File: src/rtl/core/imm_pkg.sv
package imm_pkg;

    // Field widths
    localparam int IDX_W   = 2;
    localparam int ELEM_W  = 16;
    localparam int PROD_W  = 2 * ELEM_W;
    localparam int ACC_W   = 34;
    localparam int ADDR_W  = 2 * IDX_W;
    localparam int DEPTH   = 1 << ADDR_W;

    // Stream widths
    localparam int S_TDATA_W = 24;
    localparam int M_TDATA_W = 40;
    localparam int OP_W      = 2;

    // Operation codes carried on tuser
    localparam logic [OP_W-1:0] OP_LOAD_A = 2'd0;
    localparam logic [OP_W-1:0] OP_LOAD_B = 2'd1;
    localparam logic [OP_W-1:0] OP_RUN    = 2'd2;

    // Controller to datapath commands
    typedef struct packed {
        logic                     wr_a;
        logic                     wr_b;
        logic [IDX_W-1:0]         wr_row;
        logic [IDX_W-1:0]         wr_col;
        logic signed [ELEM_W-1:0] wr_data;
        logic                     mul_en;
        logic                     mul_first;
        logic [IDX_W-1:0]         rd_i;
        logic [IDX_W-1:0]         rd_j;
        logic [IDX_W-1:0]         rd_k;
    } t_dp_cmd;

endpackage

File: src/rtl/core/imm_datapath.sv
module imm_datapath (
    input  logic                             i_clk,
    input  logic                             i_rst_n,
    input  imm_pkg::t_dp_cmd                 i_cmd,
    output logic signed [imm_pkg::ACC_W-1:0] o_acc
);
    import imm_pkg::*;

    logic signed [ELEM_W-1:0] r_store_a [DEPTH];
    logic signed [ELEM_W-1:0] r_store_b [DEPTH];
    logic signed [PROD_W-1:0] r_prod;
    logic                     r_prod_vld;
    logic                     r_prod_first;
    logic signed [ACC_W-1:0]  r_acc;
    logic signed [ACC_W-1:0]  n_acc;

    // Element stores, cleared at reset
    always_ff @(posedge i_clk) begin
        if (!i_rst_n) begin
            for (int n = 0; n < DEPTH; n++) begin
                r_store_a[n] <= '0;
                r_store_b[n] <= '0;
            end
        end else begin
            if (i_cmd.wr_a) begin
                r_store_a[{i_cmd.wr_row, i_cmd.wr_col}] <= i_cmd.wr_data;
            end
            if (i_cmd.wr_b) begin
                r_store_b[{i_cmd.wr_row, i_cmd.wr_col}] <= i_cmd.wr_data;
            end
        end
    end

    // Multiply stage
    always_ff @(posedge i_clk) begin
        if (!i_rst_n) begin
            r_prod_vld   <= 1'b0;
            r_prod_first <= 1'b0;
        end else begin
            r_prod_vld   <= i_cmd.mul_en;
            r_prod_first <= i_cmd.mul_first;
        end
    end

    // Operand fetch A[i][k] and B[k][j], multiplied as they are read
    always_ff @(posedge i_clk) begin
        if (i_cmd.mul_en) begin
            r_prod <= PROD_W'(r_store_a[{i_cmd.rd_i, i_cmd.rd_k}])
                    * PROD_W'(r_store_b[{i_cmd.rd_k, i_cmd.rd_j}]);
        end
    end

    // Accumulate stage; first product of an element restarts the sum
    always_comb begin
        n_acc = r_acc;
        if (r_prod_vld) begin
            n_acc = (r_prod_first ? ACC_W'(0) : r_acc) + ACC_W'(r_prod);
        end
    end

    always_ff @(posedge i_clk) begin
        r_acc <= n_acc;
    end

    assign o_acc = r_acc;

endmodule

File: src/rtl/core/imm_ctrl.sv
module imm_ctrl #(
    parameter int ROWS_A = 4,
    parameter int INNER  = 4,
    parameter int COLS_B = 4
) (
    input  logic                          i_clk,
    input  logic                          i_rst_n,
    input  logic                          i_in_valid,
    output logic                          o_in_ready,
    input  logic [imm_pkg::OP_W-1:0]      i_op,
    input  logic [imm_pkg::IDX_W-1:0]     i_row,
    input  logic [imm_pkg::IDX_W-1:0]     i_col,
    input  logic [imm_pkg::ELEM_W-1:0]    i_elem,
    output logic                          o_out_valid,
    input  logic                          i_out_ready,
    output logic [imm_pkg::IDX_W-1:0]     o_out_row,
    output logic [imm_pkg::IDX_W-1:0]     o_out_col,
    output logic                          o_out_last,
    output imm_pkg::t_dp_cmd              o_cmd
);
    import imm_pkg::*;

    localparam logic [1:0] ST_IDLE  = 2'd0;
    localparam logic [1:0] ST_MAC   = 2'd1;
    localparam logic [1:0] ST_DRAIN = 2'd2;
    localparam logic [1:0] ST_OUT   = 2'd3;

    localparam logic [IDX_W-1:0] I_LAST = IDX_W'(ROWS_A - 1);
    localparam logic [IDX_W-1:0] J_LAST = IDX_W'(COLS_B - 1);
    localparam logic [IDX_W-1:0] K_LAST = IDX_W'(INNER - 1);

    logic [1:0]       r_state;
    logic [1:0]       n_state;
    logic [IDX_W-1:0] r_i;
    logic [IDX_W-1:0] n_i;
    logic [IDX_W-1:0] r_j;
    logic [IDX_W-1:0] n_j;
    logic [IDX_W-1:0] r_k;
    logic [IDX_W-1:0] n_k;
    logic             w_accept;
    logic             w_a_in;
    logic             w_b_in;
    logic             w_last;

    assign o_in_ready = (r_state == ST_IDLE);
    assign w_accept   = i_in_valid && o_in_ready;

    // Load bounds: A is ROWS_A x INNER, B is INNER x COLS_B
    assign w_a_in = ({1'b0, i_row} < (IDX_W+1)'(ROWS_A))
                 && ({1'b0, i_col} < (IDX_W+1)'(INNER));
    assign w_b_in = ({1'b0, i_row} < (IDX_W+1)'(INNER))
                 && ({1'b0, i_col} < (IDX_W+1)'(COLS_B));

    assign w_last = (r_i == I_LAST) && (r_j == J_LAST);

    // Next state and index walk
    always_comb begin
        n_state = r_state;
        n_i     = r_i;
        n_j     = r_j;
        n_k     = r_k;
        case (r_state)
            ST_IDLE: begin
                if (w_accept && i_op == OP_RUN) begin
                    n_state = ST_MAC;
                    n_i     = '0;
                    n_j     = '0;
                    n_k     = '0;
                end
            end
            ST_MAC: begin
                if (r_k == K_LAST) begin
                    n_state = ST_DRAIN;
                end else begin
                    n_k = r_k + 1'b1;
                end
            end
            ST_DRAIN: begin
                n_state = ST_OUT;
            end
            ST_OUT: begin
                if (i_out_ready) begin
                    n_k = '0;
                    if (w_last) begin
                        n_state = ST_IDLE;
                    end else begin
                        n_state = ST_MAC;
                        if (r_j == J_LAST) begin
                            n_j = '0;
                            n_i = r_i + 1'b1;
                        end else begin
                            n_j = r_j + 1'b1;
                        end
                    end
                end
            end
            default: begin
                n_state = ST_IDLE;
            end
        endcase
    end

    always_ff @(posedge i_clk) begin
        if (!i_rst_n) begin
            r_state <= ST_IDLE;
            r_i     <= '0;
            r_j     <= '0;
            r_k     <= '0;
        end else begin
            r_state <= n_state;
            r_i     <= n_i;
            r_j     <= n_j;
            r_k     <= n_k;
        end
    end

    // Datapath commands
    always_comb begin
        o_cmd.wr_a      = w_accept && (i_op == OP_LOAD_A) && w_a_in;
        o_cmd.wr_b      = w_accept && (i_op == OP_LOAD_B) && w_b_in;
        o_cmd.wr_row    = i_row;
        o_cmd.wr_col    = i_col;
        o_cmd.wr_data   = i_elem;
        o_cmd.mul_en    = (r_state == ST_MAC);
        o_cmd.mul_first = (r_k == '0);
        o_cmd.rd_i      = r_i;
        o_cmd.rd_j      = r_j;
        o_cmd.rd_k      = r_k;
    end

    assign o_out_valid = (r_state == ST_OUT);
    assign o_out_row   = r_i;
    assign o_out_col   = r_j;
    assign o_out_last  = w_last;

endmodule

File: src/rtl/core/integer_matrix_multiply.sv
// Operation: a load item writes its element and gives no result. A run walks each
// product element through a multiply-accumulate walk over the inner dimension, one
// pipeline drain and one output state that holds until the result is taken; no input
// is accepted until the run has given its last result. One item at a time.
// Reset: synchronous, active low; both element stores are cleared to zero.
module integer_matrix_multiply #(
    parameter int ROWS_A = 4,
    parameter int INNER  = 4,
    parameter int COLS_B = 4
) (
    input  logic                              i_clk,
    input  logic                              i_rst_n,
    input  logic                              i_s_axis_tvalid,
    output logic                              o_s_axis_tready,
    // row_index[1:0], col_index[3:2], element[19:4], zero pad [23:20]
    input  logic [imm_pkg::S_TDATA_W-1:0]     i_s_axis_tdata,
    // op[1:0]
    input  logic [imm_pkg::OP_W-1:0]          i_s_axis_tuser,
    output logic                              o_m_axis_tvalid,
    input  logic                              i_m_axis_tready,
    // out_row[1:0], out_col[3:2], product[37:4], zero pad [39:38]
    output logic [imm_pkg::M_TDATA_W-1:0]     o_m_axis_tdata,
    output logic                              o_m_axis_tlast
);
    import imm_pkg::*;

    t_dp_cmd                 w_cmd;
    logic signed [ACC_W-1:0] w_acc;
    logic [IDX_W-1:0]        w_out_row;
    logic [IDX_W-1:0]        w_out_col;

    // Sequencer
    imm_ctrl #(
        .ROWS_A (ROWS_A),
        .INNER  (INNER),
        .COLS_B (COLS_B)
    ) u_ctrl (
        .i_clk       (i_clk),
        .i_rst_n     (i_rst_n),
        .i_in_valid  (i_s_axis_tvalid),
        .o_in_ready  (o_s_axis_tready),
        .i_op        (i_s_axis_tuser),
        .i_row       (i_s_axis_tdata[IDX_W-1:0]),
        .i_col       (i_s_axis_tdata[2*IDX_W-1:IDX_W]),
        .i_elem      (i_s_axis_tdata[2*IDX_W+ELEM_W-1:2*IDX_W]),
        .o_out_valid (o_m_axis_tvalid),
        .i_out_ready (i_m_axis_tready),
        .o_out_row   (w_out_row),
        .o_out_col   (w_out_col),
        .o_out_last  (o_m_axis_tlast),
        .o_cmd       (w_cmd)
    );

    // Stores and multiply-accumulate
    imm_datapath u_datapath (
        .i_clk   (i_clk),
        .i_rst_n (i_rst_n),
        .i_cmd   (w_cmd),
        .o_acc   (w_acc)
    );

    // Result packing
    assign o_m_axis_tdata = {
        {(M_TDATA_W - ACC_W - 2*IDX_W){1'b0}},
        w_acc,
        w_out_col,
        w_out_row
    };

endmodule
File: config.mk
export PLATFORM = sky130hd
export DESIGN_NAME = integer_matrix_multiply
export DESIGN_NICKNAME = d
export VERILOG_FILES = /design/src/rtl/core/imm_pkg.sv /design/src/rtl/core/imm_datapath.sv /design/src/rtl/core/imm_ctrl.sv /design/src/rtl/core/integer_matrix_multiply.sv
export SDC_FILE = /design/constraint.sdc
export NUM_CORES = 2
export LEC_CHECK = 0
export BUFFER_PORTS_ARGS = -buffer_cell sky130_fd_sc_hd__buf_2
export CELL_PAD_IN_SITES_DETAIL_PLACEMENT = 1
export CELL_PAD_IN_SITES_GLOBAL_PLACEMENT = 1
export CORE_UTILIZATION = 32
export CTS_BUF_LIST = sky130_fd_sc_hd__clkbuf_16
export CTS_CLUSTER_SIZE = 16
export DETAILED_ROUTE_END_ITERATION = 12
export GPL_TIMING_DRIVEN = 1
export PLACE_DENSITY_LB_ADDON = 0.1
export SYNTH_ARGS = -nofsm -noshare
export SYNTH_HDL_FRONTEND = slang
export SYNTH_HIERARCHICAL = 1
export SYNTH_SLANG_ARGS = --single-unit
File: constraint.sdc
create_clock -name i_clk -period 10.2 [get_ports i_clk]
set_input_delay 1.02 -clock i_clk [delete_from_list [all_inputs] [get_ports i_clk]]
set_output_delay 1.02 -clock i_clk [all_outputs]
set_load 0.005 [all_outputs]
==> flow_summary.json <==
{
  "status": "finished, final reports clean",
  "rr_worst_depth": 25,
  "power_leakage_uw": 0.0168,
  "finalPower_uw": 11300,
  "synth.distinct_cells": 76,
  "insertion_delay_ns": 0.65,
  "fmax_mhz": 113,
  "avgSynthCellArea_sq_um": 12.7,
  "drtIter0Drc": 972,
  "finClkSkew_ns": 0.0332,
  "cts_sinks": 588,
  "setup_violations": 0,
  "dp_hpwl_um": 73700,
  "dieWidth_um": 345,
  "r2r-end": "u_datapath/r_prod[28]",
  "die_y_um": 345,
  "reg2reg_from": "u_ctrl/o_out_col[0]",
  "cts_made_buffers": 75,
  "synthArstFlopShare_pct": 0,
  "worst-endpoint-arrival_ns": 9.27,
  "io_buffer_count": 66,
  "period_needed_ns": 8.86,
  "vias_per_cell": 4.85,
  "synth_cells": 2966,
  "synth_edf_count": 578,
  "cap_viol_max_count": 0,
  "path_max_fanout": 25,
  "via_count": 22300,
  "wl_per_cell_um": 23.2,
  "grt_first_pass_wirelength_um": 161000,
  "antenna_found_initial": 7,
  "worstSetupStartpointType": "register",
  "power_density_nw_per_um2": 268,
  "clk_pin_slew_ns": 0.06,
  "min-delay-start": "u_ctrl/r_state[1]",
  "grt_usage_pct": 18.1,
  "yosys_warnings": 6,
  "synth-seq-area-share_pct": 46.6,
  "cts_tree": "built",
  "drive_above_1_share_pct": 14.8,
  "post_cts_buffers": 0,
  "dieArea_sq_um": 119000,
  "final-hold-violation-count": 0,
  "io_pins": 73,
  "cpPeakStageDelay_ns": 0.75,
  "row_count": 125,
  "wl_um": 107000,
  "final_nets": 3427,
  "path_class": "register to register",
  "ant_nets": 0,
  "synth-seq-cells": 588,
  "area_growth_pct": 11.9,
  "drtPass1Iterations": 5,
  "place.gp.congestion": 0.769,
  "period_share_pct": 86.9,
  "cpMaxStageDelayCell": "mux4_2",
  "core_area_sq_um": 117000,
  "max-vdd-ir-drop_v": 0.000185,
  "critPathMostFrequentCell": "fa_1",
  "grt.overflow.total": 0,
  "grt_max_degree": 67,
  "root_buffer": "clkbuf_16",
  "hold_path_depth": 2,
  "drv_slew": 0,
  "rsz0062_at_grt": "no",
  "synthFlopType": "edfxtp_1",
  "drc": 0,
  "clk_path_buf_depth": 3,
  "start_util_pct": 32.3,
  "worstMarginPinSlew_ns": 1.36,
  "max_slew_margin_pct": 8.90,
  "fin_util_pct": 36.2,
  "r2r_slack_ns": 1.34,
  "tns_ns": 0,
  "hold_class": "register to register",
  "cp_data_required_time_ns": 10.60,
  "cts_hold_buffers": 0,
  "post_cts_resized": 0,
  "netlist_area_sq_um": 37700,
  "min_to": "u_ctrl/r_state[1]",
  "first_global_vias": 25200,
  "endpoint_kind": "register",
  "htree_levels": 3
}
==> flip-flops by register name (all words and copies together) (netlist names), 2 cells and up <==
register / cells
u_ctrl/r_k: 2
u_datapath/o_acc: 34
u_ctrl/r_state: 2
u_ctrl/o_out_row: 2
u_datapath/r_store_b: 256
u_ctrl/o_out_col: 2
u_datapath/r_prod: 32
u_datapath/r_store_a: 256
==> critical path: cells and delay by family (launching register included) <==
kind,cells,cell delay [ns]
compound gates,5,1.52
xor+xnor,1,0.09
fa+ha+maj,7,3.30
mux,2,1.30
simple gates,4,0.85
buf+inv,6,0.80
flops,1,0.70
==> how the worst max path moves through the flow <==
stage | start | to | slack [ns]
3_5_place_dp | u_ctrl/o_out_col[0] | u_datapath/r_prod[30] | 1.15
5_1_grt | u_ctrl/o_out_col[0] | u_datapath/r_prod[30] | 0.89
2_1_floorplan | u_ctrl/r_k[0] | u_datapath/r_prod[31] | 2.50
6_report | u_ctrl/o_out_col[0] | u_datapath/r_prod[28] | 1.34
3_3_place_gp | u_ctrl/r_k[0] | u_datapath/r_prod[30] | 1.30
4_1_cts | u_ctrl/o_out_col[0] | u_datapath/r_prod[30] | 1.19
==> per-layer routing <==
metal  track usage (%)  part of all wire [%]
met3              2.08                   2.6
met4              4.30                   2.0
met5                 0                     0
met2              32.7                    51
met1              23.1                    44
==> cell families after synthesis <==
| family | Yosys count | synth area share (%) |
|---|---|---|
| AO/OA/AOI/OAI | 240 | 4.17 |
| XOR/XNOR | 62 | 1.44 |
| adder cells (fa/ha/maj) | 386 | 18.1 |
| buffers and inverters | 499 | 5.43 |
| flip-flops | 588 | 46.6 |
| multiplexers | 183 | 9.52 |
| other | 1 | 0.00995 |
| AND/OR/NAND/NOR | 1007 | 14.8 |
==> synthesized netlist by cell type, types with 29 or more instances <==
| library cell | count | share of area (%) |
|---|---|---|
| buf_2 | 36 | 0.48 |
| nand2_1 | 123 | 1.2 |
| nand2b_1 | 51 | 0.85 |
| inv_1 | 311 | 3.1 |
| o21ai_1 | 29 | 0.39 |
| clkbuf_1 | 114 | 1.1 |
| fa_1 | 263 | 14 |
| o21ai_0 | 49 | 0.65 |
| a21oi_1 | 55 | 0.73 |
| edfxtp_1 | 578 | 46 |
| mux4_2 | 138 | 8.2 |
| buf_4 | 32 | 0.64 |
| xnor2_1 | 50 | 1.2 |
| nor2b_1 | 63 | 1.0 |
| ha_1 | 123 | 4.1 |
| nor2_1 | 177 | 1.8 |
| and2_1 | 526 | 8.7 |
==> where the power goes <==
part / internal, uW / switching [uW]
registers: 3110 / 75.2
logic: 2390 / 3160
clock network: 1480 / 1090
==> through the flow <==
step	hold slack, ns	std cells	cell area [sq um]	worst slack, ns
6_report	0.527	4597	42200	1.34
5_1_grt	0.569	4596	42200	0.888
4_1_cts	0.534	4596	42200	1.19
3_5_place_dp	0.525	4458	39800	1.15
3_3_place_gp	0.493	4458	39800	1.30
2_1_floorplan	0.464	2967	37700	2.50
==> placed cells by master (no fill, tap or decap), types with 51 or more instances in the layout <==
cell type,instances
mux4_2,138
buf_2,66
edfxtp_1,578
buf_4,84
fa_1,263
ha_1,122
o21ai_1,52
clkbuf_16,77
nor2b_1,63
nand2_1,123
and2_1,526
a21oi_1,55
inv_1,335
nor2_1,177
nand2b_1,51
==> cell type report <==
cell class,count,area (sq um)
fill,12200,74300
multi-input combinational,1880,18100
sequential,588,17600
clock buffer,77,1930
tap,1524,1910
inverter,312,1170
timing repair buffer,154,1040
clock inverter,61,450
antenna,1,2.50
Note: power is estimated with default switching activity, not from simulation.
